<file path="config.mk">
export PLATFORM = sky130hd
export DESIGN_NAME = multi_slot_repeat_timer
export DESIGN_NICKNAME = d
export VERILOG_FILES = /design/src/rtl/mst_pkg.sv /design/src/rtl/multi_slot_repeat_timer.sv /design/src/rtl/mst_ctrl.sv /design/src/rtl/mst_datapath.sv
export SDC_FILE = /design/constraint.sdc
export NUM_CORES = 1
export LEC_CHECK = 0
export BUFFER_PORTS_ARGS = -buffer_cell sky130_fd_sc_hd__buf_2
export CAP_MARGIN = 20
export CORE_MARGIN = 8
export CORE_UTILIZATION = 30
export DETAILED_ROUTE_END_ITERATION = 7
export GPL_TIMING_DRIVEN = 0
export PLACE_DENSITY = 0.52
export SLEW_MARGIN = 20
export SYNTH_ARGS = -nofsm -noshare
export SYNTH_HDL_FRONTEND = slang
export SYNTH_SLANG_ARGS = --single-unit
</file>
<file path="constraint.sdc">
create_clock -name clk -period 16.2 [get_ports clk]
set_clock_uncertainty 0.1 [all_clocks]
set_input_delay 0.81 -clock clk [delete_from_list [all_inputs] [get_ports clk]]
set_output_delay 0.81 -clock clk [all_outputs]
set_load 0.02 [all_outputs]
</file>
<file path="src/rtl/mst_pkg.sv">
// ----------------------------------------------------------------------------
// mst_pkg
// Types, codes and constants shared by the timer pool modules.
// ----------------------------------------------------------------------------
package mst_pkg;

  localparam int SLOTS_DEF   = 8;
  localparam int MAX_FIRE    = 8;
  localparam int FIRE_W      = $clog2(MAX_FIRE);
  localparam int MODE_W      = 3;
  localparam int ID_W        = 4;
  localparam int PER_W       = 32;
  localparam int REP_W       = 8;
  localparam logic [REP_W-1:0] REP_FOREVER = 8'hFF;

  typedef enum logic [MODE_W-1:0] {
    MODE_TICK    = 3'd0,
    MODE_START   = 3'd1,
    MODE_RESTART = 3'd2,
    MODE_CANCEL  = 3'd3,
    MODE_PROCESS = 3'd4
  } mode_t;

  typedef enum logic [1:0] {
    ST_IDLE,
    ST_OP,
    ST_SCAN,
    ST_DONE
  } state_t;

  typedef struct packed {
    logic load;
    logic exec;
    logic step;
    logic finish;
  } cmd_t;

  typedef struct packed {
    logic hit;
    logic pend_valid;
    logic out_free;
    logic scan_last;
    logic fire_cap;
  } status_t;

endpackage

</file>
<file path="src/rtl/multi_slot_repeat_timer.sv">
// Tick, start, restart, cancel: the item is latched, run in the OP state once the output
// register is free, and the result registered to out_valid. Process: one slot per cycle
// unless a firing stalls on the busy output register; the scan ends early at the firing cap.
// One item at a time. The scan rate is set by the single slot-storage read port walked by the
// scan pointer. Reset (rst_n low, synchronous): tick counter zero, all slots free, no beat
// pending. Slot start, period and repeat storage is not cleared; only active slots use it.
// ----------------------------------------------------------------------------
// multi_slot_repeat_timer
// Pool of SLOTS repeating timers on a tick counter advanced by tick items, with
// start, restart, cancel and an in-order expiration scan.
// ----------------------------------------------------------------------------
module multi_slot_repeat_timer #(
  parameter int SLOTS = mst_pkg::SLOTS_DEF
) (
  input  logic                        clk,
  input  logic                        rst_n,
  input  logic                        in_valid,
  output logic                        in_ready,
  input  logic [mst_pkg::MODE_W-1:0]  in_mode,
  input  logic [mst_pkg::ID_W-1:0]    in_slot_id,
  input  logic [mst_pkg::PER_W-1:0]   in_period,
  input  logic [mst_pkg::REP_W-1:0]   in_repeat_count,
  output logic                        out_valid,
  input  logic                        out_ready,
  output logic [mst_pkg::ID_W-1:0]    out_slot_id_res,
  output logic                        out_ok,
  output logic                        out_fired,
  output logic                        out_last
);

  // Commands from the sequencer, status back from the datapath.
  mst_pkg::cmd_t    cmd;
  mst_pkg::status_t sts;

  // The sequencer decides per cycle: latch an item, run a one-shot
  // operation, advance the scan one slot, or close the scan with the
  // final beat. A firing is held back until the next firing or the end
  // of the scan, so the last flag can be set on it once no later slot fires.
  mst_ctrl u_ctrl (
    .clk      (clk),
    .rst_n    (rst_n),
    .in_valid (in_valid),
    .in_ready (in_ready),
    .in_mode  (in_mode),
    .sts      (sts),
    .cmd      (cmd)
  );

  // The datapath owns the counter, slot storage and the output register,
  // so a new item can be accepted while the previous result still waits.
  mst_datapath #(
    .SLOTS (SLOTS)
  ) u_dp (
    .clk             (clk),
    .rst_n           (rst_n),
    .cmd             (cmd),
    .sts             (sts),
    .in_mode         (in_mode),
    .in_slot_id      (in_slot_id),
    .in_period       (in_period),
    .in_repeat_count (in_repeat_count),
    .out_valid       (out_valid),
    .out_ready       (out_ready),
    .out_slot_id_res (out_slot_id_res),
    .out_ok          (out_ok),
    .out_fired       (out_fired),
    .out_last        (out_last)
  );

endmodule

</file>
<file path="src/rtl/mst_ctrl.sv">
// ----------------------------------------------------------------------------
// mst_ctrl
// Sequencer: accepts an item, runs a one-shot operation or the slot scan.
// ----------------------------------------------------------------------------
module mst_ctrl (
  input  logic                        clk,
  input  logic                        rst_n,
  input  logic                        in_valid,
  output logic                        in_ready,
  input  logic [mst_pkg::MODE_W-1:0]  in_mode,
  input  mst_pkg::status_t            sts,
  output mst_pkg::cmd_t               cmd
);

  mst_pkg::state_t state_r, state_nxt;
  logic stall;

  // Hold the scan when a second firing needs the busy output register.
  assign stall = sts.hit && sts.pend_valid && !sts.out_free;

  always_ff @(posedge clk) begin
    if (!rst_n) begin
      state_r <= mst_pkg::ST_IDLE;
    end else begin
      state_r <= state_nxt;
    end
  end

  always_comb begin
    state_nxt = state_r;
    unique case (state_r)
      mst_pkg::ST_IDLE: begin
        if (in_valid) begin
          state_nxt = (in_mode == mst_pkg::MODE_PROCESS) ? mst_pkg::ST_SCAN : mst_pkg::ST_OP;
        end
      end
      mst_pkg::ST_OP: begin
        if (sts.out_free) begin
          state_nxt = mst_pkg::ST_IDLE;
        end
      end
      mst_pkg::ST_SCAN: begin
        if (!stall && (sts.scan_last || (sts.hit && sts.fire_cap))) begin
          state_nxt = mst_pkg::ST_DONE;
        end
      end
      mst_pkg::ST_DONE: begin
        if (sts.out_free) begin
          state_nxt = mst_pkg::ST_IDLE;
        end
      end
      default: state_nxt = mst_pkg::ST_IDLE;
    endcase
  end

  always_comb begin
    in_ready   = (state_r == mst_pkg::ST_IDLE);
    cmd.load   = (state_r == mst_pkg::ST_IDLE) && in_valid;
    cmd.exec   = (state_r == mst_pkg::ST_OP) && sts.out_free;
    cmd.step   = (state_r == mst_pkg::ST_SCAN) && !stall;
    cmd.finish = (state_r == mst_pkg::ST_DONE) && sts.out_free;
  end

endmodule

</file>
<file path="src/rtl/mst_datapath.sv">
// ----------------------------------------------------------------------------
// mst_datapath
// Tick counter, slot storage, scan pointer and the result output register.
// ----------------------------------------------------------------------------
module mst_datapath #(
  parameter int SLOTS = mst_pkg::SLOTS_DEF
) (
  input  logic                        clk,
  input  logic                        rst_n,
  input  mst_pkg::cmd_t               cmd,
  output mst_pkg::status_t            sts,
  input  logic [mst_pkg::MODE_W-1:0]  in_mode,
  input  logic [mst_pkg::ID_W-1:0]    in_slot_id,
  input  logic [mst_pkg::PER_W-1:0]   in_period,
  input  logic [mst_pkg::REP_W-1:0]   in_repeat_count,
  output logic                        out_valid,
  input  logic                        out_ready,
  output logic [mst_pkg::ID_W-1:0]    out_slot_id_res,
  output logic                        out_ok,
  output logic                        out_fired,
  output logic                        out_last
);

  localparam int IDX_W  = (SLOTS > 1) ? $clog2(SLOTS) : 1;
  localparam int ID_W   = mst_pkg::ID_W;
  localparam int PER_W  = mst_pkg::PER_W;
  localparam int REP_W  = mst_pkg::REP_W;
  localparam int FIRE_W = mst_pkg::FIRE_W;

  // Item registers
  logic [mst_pkg::MODE_W-1:0] mode_r;
  logic [ID_W-1:0]            id_r;
  logic [PER_W-1:0]           per_r;
  logic [REP_W-1:0]           rep_r;

  logic [PER_W-1:0] now_r;
  logic [SLOTS-1:0] active_r;
  logic [PER_W-1:0] start_mem [SLOTS];
  logic [PER_W-1:0] per_mem   [SLOTS];
  logic [REP_W-1:0] rep_mem   [SLOTS];

  logic [IDX_W-1:0]  idx_r;
  logic [FIRE_W-1:0] nfire_r;
  logic              pend_valid_r;
  logic [IDX_W-1:0]  pend_id_r;

  logic              out_valid_r;
  logic [ID_W-1:0]   out_id_r;
  logic              out_ok_r, out_fired_r, out_last_r;

  logic              id_in_range, id_ok;
  logic [IDX_W-1:0]  id_idx;
  logic              free_found;
  logic [IDX_W-1:0]  free_idx;
  logic [PER_W-1:0]  rd_start, rd_per, elapsed;
  logic [REP_W-1:0]  rd_rep, rep_dec;
  logic              hit, out_free;

  logic              ld;
  logic [ID_W-1:0]   res_id;
  logic              res_ok, res_fired, res_last;

  logic              wr_all, wr_hit;
  logic [IDX_W-1:0]  wr_addr;
  logic [REP_W-1:0]  wr_rep;
  logic              set_act, clr_act;
  logic [IDX_W-1:0]  act_addr;
  logic              do_tick;

  assign id_in_range = {1'b0, id_r} < (ID_W + 1)'(SLOTS);
  assign id_idx      = id_r[IDX_W-1:0];
  assign id_ok       = id_in_range && active_r[id_idx];

  // Lowest free slot
  always_comb begin
    free_found = 1'b0;
    free_idx   = '0;
    for (int i = SLOTS - 1; i >= 0; i--) begin
      if (!active_r[i]) begin
        free_found = 1'b1;
        free_idx   = IDX_W'(i);
      end
    end
  end

  assign rd_start = start_mem[idx_r];
  assign rd_per   = per_mem[idx_r];
  assign rd_rep   = rep_mem[idx_r];
  assign elapsed  = now_r - rd_start;
  assign hit      = active_r[idx_r] && (elapsed >= rd_per);
  assign rep_dec  = (rd_rep != mst_pkg::REP_FOREVER && rd_rep != '0) ?
                    rd_rep - REP_W'(1) : rd_rep;
  assign out_free = !out_valid_r || out_ready;

  always_comb begin
    sts.hit        = hit;
    sts.pend_valid = pend_valid_r;
    sts.out_free   = out_free;
    sts.scan_last  = (idx_r == IDX_W'(SLOTS - 1));
    sts.fire_cap   = (nfire_r == FIRE_W'(mst_pkg::MAX_FIRE - 1));
  end

  // Result and state update selection
  always_comb begin
    ld        = 1'b0;
    res_id    = '0;
    res_ok    = 1'b0;
    res_fired = 1'b0;
    res_last  = 1'b1;
    wr_all    = 1'b0;
    wr_hit    = 1'b0;
    wr_addr   = idx_r;
    wr_rep    = rep_dec;
    set_act   = 1'b0;
    clr_act   = 1'b0;
    act_addr  = idx_r;
    do_tick   = 1'b0;
    if (cmd.exec) begin
      ld = 1'b1;
      unique case (mode_r)
        mst_pkg::MODE_TICK: begin
          do_tick = 1'b1;
          res_ok  = 1'b1;
        end
        mst_pkg::MODE_START: begin
          res_ok   = free_found;
          res_id   = free_found ? ID_W'(free_idx) : '0;
          wr_all   = free_found;
          wr_addr  = free_idx;
          wr_rep   = rep_r;
          set_act  = free_found;
          act_addr = free_idx;
        end
        mst_pkg::MODE_RESTART: begin
          res_ok  = id_ok;
          res_id  = id_r;
          wr_all  = id_ok;
          wr_addr = id_idx;
          wr_rep  = rep_r;
        end
        mst_pkg::MODE_CANCEL: begin
          res_ok   = id_ok;
          res_id   = id_r;
          clr_act  = id_ok;
          act_addr = id_idx;
        end
        default: begin
          res_ok = 1'b0;
        end
      endcase
    end else if (cmd.step) begin
      if (hit) begin
        wr_hit  = 1'b1;
        clr_act = (rep_dec == '0);
        // Push the previous firing; it is not the final one.
        ld        = pend_valid_r;
        res_id    = ID_W'(pend_id_r);
        res_ok    = 1'b1;
        res_fired = 1'b1;
        res_last  = 1'b0;
      end
    end else if (cmd.finish) begin
      ld        = 1'b1;
      res_ok    = 1'b1;
      res_fired = pend_valid_r;
      res_id    = pend_valid_r ? ID_W'(pend_id_r) : '0;
    end
  end

  always_ff @(posedge clk) begin
    if (cmd.load) begin
      mode_r <= in_mode;
      id_r   <= in_slot_id;
      per_r  <= in_period;
      rep_r  <= in_repeat_count;
    end
    if (wr_all || wr_hit) begin
      start_mem[wr_addr] <= now_r;
      rep_mem[wr_addr]   <= wr_rep;
    end
    if (wr_all) begin
      per_mem[wr_addr] <= per_r;
    end
    if (cmd.step && hit) begin
      pend_id_r <= idx_r;
    end
    if (ld) begin
      out_id_r    <= res_id;
      out_ok_r    <= res_ok;
      out_fired_r <= res_fired;
      out_last_r  <= res_last;
    end
  end

  always_ff @(posedge clk) begin
    if (!rst_n) begin
      now_r        <= '0;
      active_r     <= '0;
      idx_r        <= '0;
      nfire_r      <= '0;
      pend_valid_r <= 1'b0;
      out_valid_r  <= 1'b0;
    end else begin
      if (do_tick) begin
        now_r <= now_r + PER_W'(1);
      end
      if (set_act) begin
        active_r[act_addr] <= 1'b1;
      end else if (clr_act) begin
        active_r[act_addr] <= 1'b0;
      end
      if (cmd.load) begin
        idx_r        <= '0;
        nfire_r      <= '0;
        pend_valid_r <= 1'b0;
      end else if (cmd.step) begin
        idx_r <= idx_r + IDX_W'(1);
        if (hit) begin
          nfire_r      <= nfire_r + FIRE_W'(1);
          pend_valid_r <= 1'b1;
        end
      end
      if (ld) begin
        out_valid_r <= 1'b1;
      end else if (out_ready) begin
        out_valid_r <= 1'b0;
      end
    end
  end

  assign out_valid       = out_valid_r;
  assign out_slot_id_res = out_id_r;
  assign out_ok          = out_ok_r;
  assign out_fired       = out_fired_r;
  assign out_last        = out_last_r;

endmodule

</file>
# Yosys cells after proc, flatten, opt, wreduce, memory -nomap -nowiden
# Memories as Yosys holds them, arrays and structs flattened. A register that Yosys moved wholly into a read port is not among the register bits.
# Cells that the tools add are included.
# W data, S select, Z words.
[word_totals]
ram_bits = 576
word_cells = 158
latch_bits = 0
rom_bits = 0
out_inout_bits = 9
n_memories = 3
register_bits = 107
[op_classes]
reduce_logical = 32
add_sub_neg = 5
mul = 0
n_bitwise = 5
muxes = 78
div_mod_pow = 0
n_shift = 0
n_eq_ne = 13
magnitude_cmp = 6
[mem_list]
columns = ["name", "depth", "width", "rd", "rd_clocked_by_memory_dff", "write_ports", "line_no", "text"]
rows = [
  ["u_dp.per_mem", 8, 32, 1, 1, 1, "mst_datapath.sv:39", "logic [PER_W-1:0] per_mem [SLOTS];"],
  ["u_dp.start_mem", 8, 32, 1, 1, 1, "mst_datapath.sv:38", "logic [PER_W-1:0] start_mem [SLOTS];"],
  ["u_dp.rep_mem", 8, 8, 1, 1, 1, "mst_datapath.sv:40", "logic [REP_W-1:0] rep_mem [SLOTS];"],
]
[ops]
columns = ["operator", "count"]
rows = [
  ["$mux W3", 19],
  ["$mux W8", 5],
  ["$mux W1", 38],
  ["$add A32 B1 Y32 const B", 1],
  ["$ge A32 B32 Y1", 1],
  ["$sub A32 B32 Y32", 1],
  ["$logic_and A1 B1 Y1", 13],
  ["$lt A3 B4 Y1 const B", 3],
  ["$mux W4", 3],
  ["$pmux W3 S2", 2],
  ["$reduce_or A2 Y1", 5],
  ["$eq A3 B3 Y1 const B", 3],
  ["$and A8 B8 Y8", 1],
  ["$logic_not A8 Y1", 1],
  ["$mux W2", 4],
  ["$ne A8 B8 Y1 const B", 1],
  ["$not A8 Y8", 1],
  ["$or A8 B8 Y8", 1],
  ["$pmux W4 S2", 1],
  ["$reduce_bool A8 Y1", 1],
  ["$sub A8 B1 Y8 const B", 1],
  ["$add A3 B1 Y3 const B", 2],
  ["$bmux W1 S3", 2],
  ["$eq A3 B2 Y1 const B", 2],
  ["other kinds (19)", 27],
]

# Depth between registers and ports, before layout
# Gate-level depths: netlist of the first run.
[depth]
depth_word = 18
depth_mapped = 29
ltp_nobuf = 25

# Cells and area by module
# Synthesis of the first run repeated with hierarchy kept, for this count alone.
[hier_totals]
hier_cells = 1621
area_unflattened_um2 = 28695.0
[modules_own_cells]
columns = ["mod", "cells_each", "instances", "area_per_inst_um2", "seq_area_each_um2"]
rows = [
  ["mst_datapath", 1603, 1, 28532.4, 20029.2],
  ["mst_ctrl", 18, 1, 162.7, 40.0],
]

# Worst setup path after synthesis of the first run
# Ideal clock, no wire load.
[synth_timing]
path_type = "reg2reg"
start = "reg with a tool-made name"
end = "mem u_dp.rep_mem[7][0] (enable)"
path_slack_ns = 7.406
path_stages_with_launch = 27
arrival_ns = 8.257
period_less_slack_ns = 8.794
required_ns = 15.663
path_cell_list = "dfxtp_1 buf_2 buf_2 clkbuf_1 buf_2 buf_1 mux4_2 mux2i_1 ha_1 a21o_1 or3_1 o221a_2 o41ai_1 o41a_1 o211ai_1 a31o_2 a21oi_1 xnor2_1 ha_1 nand4_1 nor4_1 nand2_1 a211o_1 a21bo_2 o21ai_0 nand2_1 nor2_1"
[synth_rtl]
columns = ["item", "line_no"]
rows = [
  ["end: declaration", "mst_datapath.sv:40"],
]

==> results by group, run 1 <==
Outcome
  – Status: completed

STA
  – Clock period minus worst slack: 10.34 ns
  – Hold violation total from the final report: 0
  – Post-Route Hold Slack: approximately 0.26 ns
  – Final cycle utilization of the critical path: roughly 64%
  – Relative slew slack: between 30% and 40%
  – Slew at the pin with the worst max-slew slack: between 1 and 1.5 ns
  – Endpoints failing setup: 0
  – Total negative slack for setup checks: 0 ns
  – Final count of pins violating max slew: 0
  – F_max: about 97 MHz
  – Unrepaired setup endpoints after global routing: no

Power and ir drop
  – Leakage power summed over all cells: between 10 and 15 nW
  – Part of the power in registers: 51.9%
  – Overall power after layout: roughly 0.0038 W
  – Power per cell area: about 110 nW/um2
  – Clock Power Share: between 40% and 50%
  – Peak supply drop: around 0.000072 V
  – Net switching power: ~0.00076 W
  – Cell-internal power: between 0.003 and 0.004 W
  – Switching portion of total power: approximately a fifth
  – Comb pwr share: between 1.5 and 2%

Route
  – Via/cell ratio: a little under 5
  – Number of DRC markers after the initial detailed-route iteration: approximately 1.3k
  – Overall routed net length: between 60000 and 70000 um
  – Residual DRC: 0
  – Met2 routed wirelength: roughly 32000 um
  – Number of nets still failing antenna checks after routing: 0
  – Total length of routed met3 wires: roughly 2600 um
  – Routed vias: between 10k and 15k
  – Uppermost routed layer: met5
  – Detailed-routing iteration count for the pre-antenna-repair pass: 4
  – WL/cell: approximately 21 um
  – Length of routed wiring on met1: about 30000 um

Hold path
  – Worst hold stages: 1
  – Worst min-delay path category: in -> reg

CTS
  – Post-CTS setup-driven buffer insertion count: 0
  – Number of clock sinks: approximately 690
  – Maximum count of clock buffers along a single path: 3
  – CTS hold repair buffers: 0
  – Clock tree from TritonCTS: done
  – Clock transition at the registers of the reported paths: about 0.060 ns
  – CTS root buffer: sky130_fd_sc_hd__clkbuf_16
  – CTS Buf Count: between 70 and 80
  – Number of H-tree levels: 3
  – Number of resized instances in the post-cts repair step: 0
  – Worst skew pair latency: 0.64 ns

Floorplan
  – Initial cell density of the core: between 30% and 40%
  – Core Box Area: roughly 95000 um2
  – Total Die Area: 106200 um2
  – I/O pin total: 60
  – Std-Cell Rows: around 110
  – Height of the chip: about 330 um
  – Die X: 326.0 um

Setup path
  – Worst path arrival time: around 11 ns
  – Kind of start point of the critical path: flop
  – Crit Path Max Fanout: 16
  – Critical setup path kind: reg -> reg
  – Critical path capture point type: flop
  – Worst Reg2Reg Path Length in Cells: 27
  – CP required: around 16 ns

Logic synthesis
  – Parity-gate share of the synthesized area counting xor and xnor cells: roughly 2%
  – Largest family of logic cells by synthesized area: multiplexers
  – Synth Area in Simple Gates: 5.305%
  – Synthesized-area fraction occupied by adder cells: between 3 and 4%
  – Distinct cell type count after synthesis: between 70 and 80
  – Synth Cell Area: 28820 um2
  – Area fraction in compound gates after synthesis: 4.354%
  – Multiplexer fraction of the synthesized cell area: approximately 15%
  – Proportion of synthesized chip area in sequential cells: ~70%
  – Share of synthesized flip-flops with an asynchronous set or reset: 0%
  – Count of mapped cells out of synthesis: around 1.6k
  – Mapped Nets: around 1.7k
  – Warnings, synthesis: 0
  – Number of enable-type register cells in the synthesized netlist: 633
  – Most used DFF post-synth: sky130_fd_sc_hd__edfxtp_1
  – Post-synthesis area per instance: between 15 and 20 um2
  – Yosys reg bits: just under 700

Run
  – Max_cap viols: 0

Placement
  – Post-detailed-placement half-perimeter wirelength: about 44000 um
  – Final weighted congestion in routability-driven placement: between 0.7 and 0.8
  – Buffers on Ports: 59

Finish
  – Post-layout net count: about 1.9k
  – Area growth from synthesis to layout: 17.79%
  – Proportion of layout cells with a drive suffix above 1: about a fifth
  – Number of inserted filler cells in the final layout: around 8.9k
  – Area of the multi-input gates: about 8600 um2
  – Register area: about 20000 um2

Global routing
  – Number of global-route vias before repair: between 15k and 20k
  – Global routing usage summed across all routing layers: around 12%
  – Initial antenna violation count: 1
  – Overall overflow remaining after global route: 0
  – Global-route wire length before repair: approximately 99000 um
  – Maximum number of pins on one net before global-route repair: 40
layout make-up:
class	count	share of cell area (%)
antenna	1	0.007371
buffer	51	0.6266
clock buffer	102	6.137
clock inverter	36	1.327
inverter	16	0.1769
multi-input combinational	859	25.38
sequential	686	59.12
tap	1265	4.662
timing repair buffer	84	2.565
routing by layer:
| metal | vias to the layer above | GRT usage [%] |
|---|---|---|
| li1 | 6872 | - |
| met1 | 7755 | 16.31 |
| met2 | 264 | 20.31 |
| met3 | 100 | 2.563 |
| met4 | 2 | 3.126 |
| met5 | - | 0 |
worst max-delay path: stages (launching register included):
cell and delay, ns:
sky130_fd_sc_hd__dfxtp_1 0.30, sky130_fd_sc_hd__buf_2 0.28, sky130_fd_sc_hd__buf_2 0.41, sky130_fd_sc_hd__clkbuf_1 0.61, sky130_fd_sc_hd__buf_2 0.50, sky130_fd_sc_hd__buf_1 0.75, sky130_fd_sc_hd__mux4_2 0.59, sky130_fd_sc_hd__mux2i_1 0.34
sky130_fd_sc_hd__ha_1 0.34, sky130_fd_sc_hd__a21o_1 0.22, sky130_fd_sc_hd__or3_1 0.31, sky130_fd_sc_hd__o221a_2 0.32, sky130_fd_sc_hd__o41ai_2 0.68, sky130_fd_sc_hd__o41a_1 0.29, sky130_fd_sc_hd__o211ai_1 0.16, sky130_fd_sc_hd__a31o_2 0.27
sky130_fd_sc_hd__a21oi_1 0.18, sky130_fd_sc_hd__xnor2_1 0.11, sky130_fd_sc_hd__ha_1 0.31, sky130_fd_sc_hd__nand4_1 0.16, sky130_fd_sc_hd__nor4_1 0.58, sky130_fd_sc_hd__nand2_1 0.23, sky130_fd_sc_hd__a211o_1 0.37, sky130_fd_sc_hd__a21bo_2 0.29
sky130_fd_sc_hd__o21ai_0 0.14, sky130_fd_sc_hd__nand2_1 0.31, sky130_fd_sc_hd__nor2_4 0.56, sky130_fd_sc_hd__buf_16 0.24
cells in the final DEF (no fill, tap or decap), drive strengths merged, types with 9 or more instances in the layout:
cell type,Yosys,routed
edfxtp,633,633
mux4,150,150
clkbuf,30,135
buf,21,102
nor2,87,87
mux2i,77,77
ha,72,72
nand2,68,68
dfxtp,53,53
a21oi,51,51
xnor2,49,49
and2,38,38
a21o,33,33
nand3,25,25
clkinv,1,22
o21ai,20,20
inv,15,20
nand4,15,15
xor2,15,15
nand2b,11,11
nor3,11,11
and3,10,10
nor2b,9,9
a211oi,9,9
a31oi,9,9
power by group through the flow:
| stage | Combinational, W | Sequential, W | Clock, W |
|---|---|---|---|
| floorplan | 0.0000375 | 0.00198 | 0 |
| global placement | 0.0000617 | 0.00199 | 0 |
| detailed placement | 0.0000651 | 0.00199 | 0 |
| CTS | 0.0000654 | 0.00195 | 0.00179 |
| global route | 0.0000706 | 0.00195 | 0.00185 |
| finish | 0.0000638 | 0.00195 | 0.00174 |
cell usage after synthesis (3+ instances only):
cell type	count	area, um2
sky130_fd_sc_hd__a211oi_1	9	67.56
sky130_fd_sc_hd__a21boi_0	6	45.04
sky130_fd_sc_hd__a21o_1	33	247.7
sky130_fd_sc_hd__a21oi_1	51	255.2
sky130_fd_sc_hd__a31oi_1	9	56.30
sky130_fd_sc_hd__and2_1	38	237.7
sky130_fd_sc_hd__and3_1	10	62.56
sky130_fd_sc_hd__and4_1	7	61.31
sky130_fd_sc_hd__buf_1	14	52.55
sky130_fd_sc_hd__buf_2	6	30.03
sky130_fd_sc_hd__clkbuf_1	30	112.6
sky130_fd_sc_hd__dfxtp_1	53	1061
sky130_fd_sc_hd__edfxtp_1	633	19010
sky130_fd_sc_hd__ha_1	72	900.9
sky130_fd_sc_hd__inv_1	15	56.30
sky130_fd_sc_hd__mux2_2	5	56.30
sky130_fd_sc_hd__mux2i_1	77	770.7
sky130_fd_sc_hd__mux4_2	150	3378
sky130_fd_sc_hd__nand2_1	68	255.2
sky130_fd_sc_hd__nand2b_1	11	68.82
sky130_fd_sc_hd__nand3_1	25	125.1
sky130_fd_sc_hd__nand4_1	15	93.84
sky130_fd_sc_hd__nor2_1	87	326.6
sky130_fd_sc_hd__nor2b_1	9	56.30
sky130_fd_sc_hd__nor3_1	10	50.05
sky130_fd_sc_hd__nor4_1	4	25.02
sky130_fd_sc_hd__o211ai_1	7	52.55
sky130_fd_sc_hd__o21a_1	6	45.04
sky130_fd_sc_hd__o21ai_0	19	95.09
sky130_fd_sc_hd__o21bai_1	4	30.03
sky130_fd_sc_hd__o221a_1	4	45.04
sky130_fd_sc_hd__o311a_1	4	40.04
sky130_fd_sc_hd__o31ai_1	3	22.52
sky130_fd_sc_hd__or2_2	4	25.02
sky130_fd_sc_hd__or3_1	7	43.79
sky130_fd_sc_hd__xnor2_1	49	429.2
sky130_fd_sc_hd__xor2_1	15	131.4
worst paths after layout:
check	from	to	slack [ns]
worst min register to register	u_dp.idx_r[0]$_SDFFE_PP0P_	u_dp.pend_id_r[0]$_DFFE_PP_	0.39
worst max-delay path	flop	u_dp.start_mem[5][24]$_DFFE_PP_	5.86
worst min-delay path	in_period[22]	u_dp.per_r[22]$_DFFE_PP_	0.26
worst max register to register	flop	u_dp.start_mem[5][24]$_DFFE_PP_	5.86
sequential cells by signal (all words and copies together) (netlist names), 3 cells and up, named ones only:
| register | flops |
|---|---|
| u_dp.pend_id_r | 3 |
| u_dp.per_mem | 256 |
| u_dp.idx_r | 3 |
| u_dp.now_r | 32 |
| u_dp.id_r | 4 |
| u_dp.nfire_r | 3 |
| u_dp.mode_r | 3 |
| u_dp.per_r | 32 |
| u_dp.rep_r | 8 |
| u_dp.start_mem | 256 |
| u_dp.out_slot_id_res | 4 |
| u_dp.rep_mem | 64 |
logic make-up (layout without fill, tap and decap cells):
family / Yosys count / in the layout
compound gates: 183 / 183
flops: 686 / 686
mux: 233 / 233
simple gates: 306 / 306
fa+ha+maj: 73 / 73
xor+xnor: 64 / 64
buf+inv: 67 / 289
other cells: 0 / 1
metrics by stage:
| step | instance area, um2 | std cells | utilization [%] | setup slack (ns) |
|---|---|---|---|---|
| 6_report | 33950 | 3100 | 35.68 | 5.861 |
| 5_1_grt | 33950 | 3099 | 35.67 | 5.247 |
| 4_1_cts | 33940 | 3099 | 35.67 | 5.712 |
| 3_5_place_dp | 31410 | 2961 | 33.01 | 5.747 |
| 3_3_place_gp | 30700 | 2936 | 32.26 | 2.243 |
| 2_1_floorplan | 28820 | 1612 | - | 7.406 |
Power figures use the tool's default switching activity.
==> run 2, diff against run 1 <==
- clock period: 16.2 -> 10.7 ns (I/O delays scaled with it)
==> run 2 against run 1 <==
  * Combinational power up 72%
  * Wire length is 0.43% higher
  * First-iteration DRC count fell by 9.0%
  * Power grew 52%
  * Count of clock-buffer cells in the layout stayed put
  * Final cell count up 1.5%
  * Flip-flop and latch count did not move
  * Sequential share of layout area is 0.81 points lower
  * Critical path depth rose by 1
  * Largest power group unchanged
  * Highest routed layer unchanged
==> results by group, run 2 (synthesis gave the netlist of run 1 again) <==
CTS
  – Maximum count of clock buffers along a single path: 3 (unchanged)
  – Number of H-tree levels: 3 (unchanged)
  – Post-CTS setup-driven buffer insertion count: 0 (unchanged)
  – Clock tree from TritonCTS: done (unchanged)
  – Clock transition at the registers of the reported paths: 0.06 ns (about the same)
  – CTS Buf Count: 76 (unchanged)
  – Worst skew pair latency: 0.64 ns (about the same)
  – CTS root buffer: sky130_fd_sc_hd__clkbuf_16 (unchanged)
  – Number of clock sinks: 686 (unchanged)

Setup path
  – Crit Path Max Fanout: 10 (was 16)
  – Kind of start point of the critical path: flop (unchanged)
  – Critical path capture point type: flop (unchanged)
  – Critical setup path kind: reg -> reg (unchanged)
  – Worst path arrival time: 10.51 ns (was 10.55 ns)
  – Worst Reg2Reg Path Length in Cells: 28 (was 27)
  – Max incr delay on CP: 0.71 ns (was 0.75 ns)
  – Register-to-register path setup slack: 0.64 ns (was 5.86 ns)
  – CP required: 11.15 ns (was 16.41 ns)
  – Slowest library cell on the worst path: sky130_fd_sc_hd__nor2_1 (was sky130_fd_sc_hd__buf_1)

Floorplan
  – Height of the chip: 326.0 um (unchanged)
  – Initial cell density of the core: 30.29% (unchanged)
  – I/O pin total: 60 (unchanged)
  – Total Die Area: 106200 um2 (unchanged)
  – Core Box Area: 95150 um2 (unchanged)
  – Std-Cell Rows: 113 (unchanged)
  – Die X: 326.0 um (unchanged)

Power and ir drop
  – Power per cell area: 165.6 nW/um2 (was 110.7 nW/um2)
  – Leakage power summed over all cells: 11.63 nW (was 11.43 nW)
  – Overall power after layout: 0.005699 W (was 0.003757 W)
  – Peak supply drop: 0.0001089 V (was 0.00007243 V)

Run
  – Max_cap viols: 0 (unchanged)

Placement
  – Total placed cells including tap cells: 2961 (unchanged)
  – Buffers on Ports: 59 (unchanged)
  – Final weighted congestion in routability-driven placement: 0.7891 (unchanged)
  – Cell area after placement: 31410 um2 (unchanged)
  – Place WS: 0.2468 ns (was 5.747 ns)
  – Post-detailed-placement half-perimeter wirelength: 44210 um (unchanged)

STA
  – F_max: 99.43 MHz (was 96.72 MHz)
  – Hold violation total from the final report: 0 (unchanged)
  – Final cycle utilization of the critical path: 93.99% (was 63.82%)
  – Unrepaired setup endpoints after global routing: no (unchanged)
  – Relative slew slack: 31.75% (was 32.48%)
  – Final count of pins violating max slew: 0 (unchanged)
  – Clock period minus worst slack: 10.06 ns (was 10.34 ns)
  – Final worst-path setup slack: 0.6429 ns (was 5.861 ns)
  – Slew at the pin with the worst max-slew slack: 1.024 ns (was 1.013 ns)
  – Endpoints failing setup: 0 (unchanged)

Finish
  – Post-Layout Cell Count: 3147 (was 3100)
  – Proportion of layout cells with a drive suffix above 1: 20.84% (was 21.32%)
  – Area growth from synthesis to layout: 19.42% (was 17.79%)
  – Commonest cells after routing, fill and taps aside: sky130_fd_sc_hd__edfxtp_1 (633), sky130_fd_sc_hd__mux4_2 (150), sky130_fd_sc_hd__clkbuf_16 (79) (unchanged)
  – Most frequent standard cell in the layout excluding fill and tap cells: sky130_fd_sc_hd__edfxtp_1 (unchanged)
  – Largest registers: u_dp.per_mem: 256 flops, u_dp.start_mem: 256 flops, u_dp.rep_mem: 64 flops (unchanged)
  – Post-layout net count: 1945 (was 1898)
  – Post-route cell area: 34420 um2 (was 33950 um2)

Global routing
  – Initial antenna violation count: 1 (unchanged)
  – Global-route wire length before repair: 100200 um (was 99490 um)
  – Maximum number of pins on one net before global-route repair: 40 (unchanged)
  – Number of global-route vias before repair: 16.10k (was 15.80k)
  – Overall overflow remaining after global route: 0 (unchanged)
  – Global routing usage summed across all routing layers: 12.30% (was 12.23%)

Hold path
  – Worst min-delay path category: in -> reg (unchanged)
  – Worst hold stages: 3 (was 1)
  – Worst hold path startpoint: out_ready (was in_period[22])
  – End point of the most critical hold path: u_dp.out_valid$_SDFFE_PN0P_ (was u_dp.per_r[22]$_DFFE_PP_)

Route
  – Routed vias: 15.20k (was 14.99k)
  – Number of nets still failing antenna checks after routing: 0 (unchanged)
  – WL/cell: 21.09 um (was 21.31 um)
  – Number of DRC markers after the initial detailed-route iteration: 1146 (was 1259)
  – Residual DRC: 0 (unchanged)
  – Overall routed net length: 66360 um (was 66070 um)
  – Via/cell ratio: 4.829 (was 4.836)
  – Detailed-routing iteration count for the pre-antenna-repair pass: 5 (was 4)

Outcome
  – Status: completed (unchanged)
-- run 2: layout make-up --
type | count | area (um2)
timing repair buffer | 131 | 1341
tap | 1265 | 1583
multi-input combinational | 859 | 8616
fill | 8817 | 60730
inverter | 16 | 60.06
antenna | 1 | 2.502
clock buffer | 102 | 2083
buffer | 51 | 214.0
clock inverter | 36 | 450.4
sequential | 686 | 20070
-- run 2: report_power, final --
part | switching [W] | internal, W | total [W]
Sequential | 0.0000209 | 0.00293 | 0.00295
Clock | 0.00106 | 0.00158 | 0.00264
Combinational | 0.0000607 | 0.0000496 | 0.000110
Total | 0.00114 | 0.00456 | 0.00570
-- run 2: layer usage --
metal  share of wire [%]  track usage (%)
met1                  45            16.38
met2                  49            20.43
met3                 4.0            2.587
met4                 2.2            3.164
met5               0.020                0
-- run 2: worst max path at each step --
| stage | start | endpoint |
|---|---|---|
| floorplan | flop | u_dp.rep_mem[7][0]$_DFFE_PP_ |
| global placement | flop | u_dp.start_mem[0][21]$_DFFE_PP_ |
| detailed placement | flop | u_dp.start_mem[5][22]$_DFFE_PP_ |
| CTS | flop | u_dp.start_mem[5][24]$_DFFE_PP_ |
| global route | flop | u_dp.start_mem[5][19]$_DFFE_PP_ |
| finish | flop | flop |
-- run 2: through the flow --
step / hold WS, ns / setup TNS [ns] / util [%]
CTS: 0.1562 / 0 / 36.16
floorplan: 0.3348 / 0 / -
global placement: 0.3787 / -1014.92 / 32.26
detailed placement: 0.3874 / 0 / 33.01
finish: 0.1943 / 0 / 36.17
global route: 0.1983 / 0 / 36.17
-- run 2: critical path: cells and delay by family (launching register included) --
family                     cells  cell delay, ns
AOI/OAI and AO/OA             14            4.00
buffers and inverters          6            2.57
DFF                            1            0.30
xor gates and xnor gates       1            0.16
and+or+nand+nor                3            1.29
adders and majority gates      2            0.61
muxes                          2            0.92
-- run 2: repair_timing --
item / CTS / global route
hold buffers: 47 / 0
resized for setup: 0 / 2
endpoints found under the hold margin: 47 / 0
endpoints found under the setup margin: 0 / 280
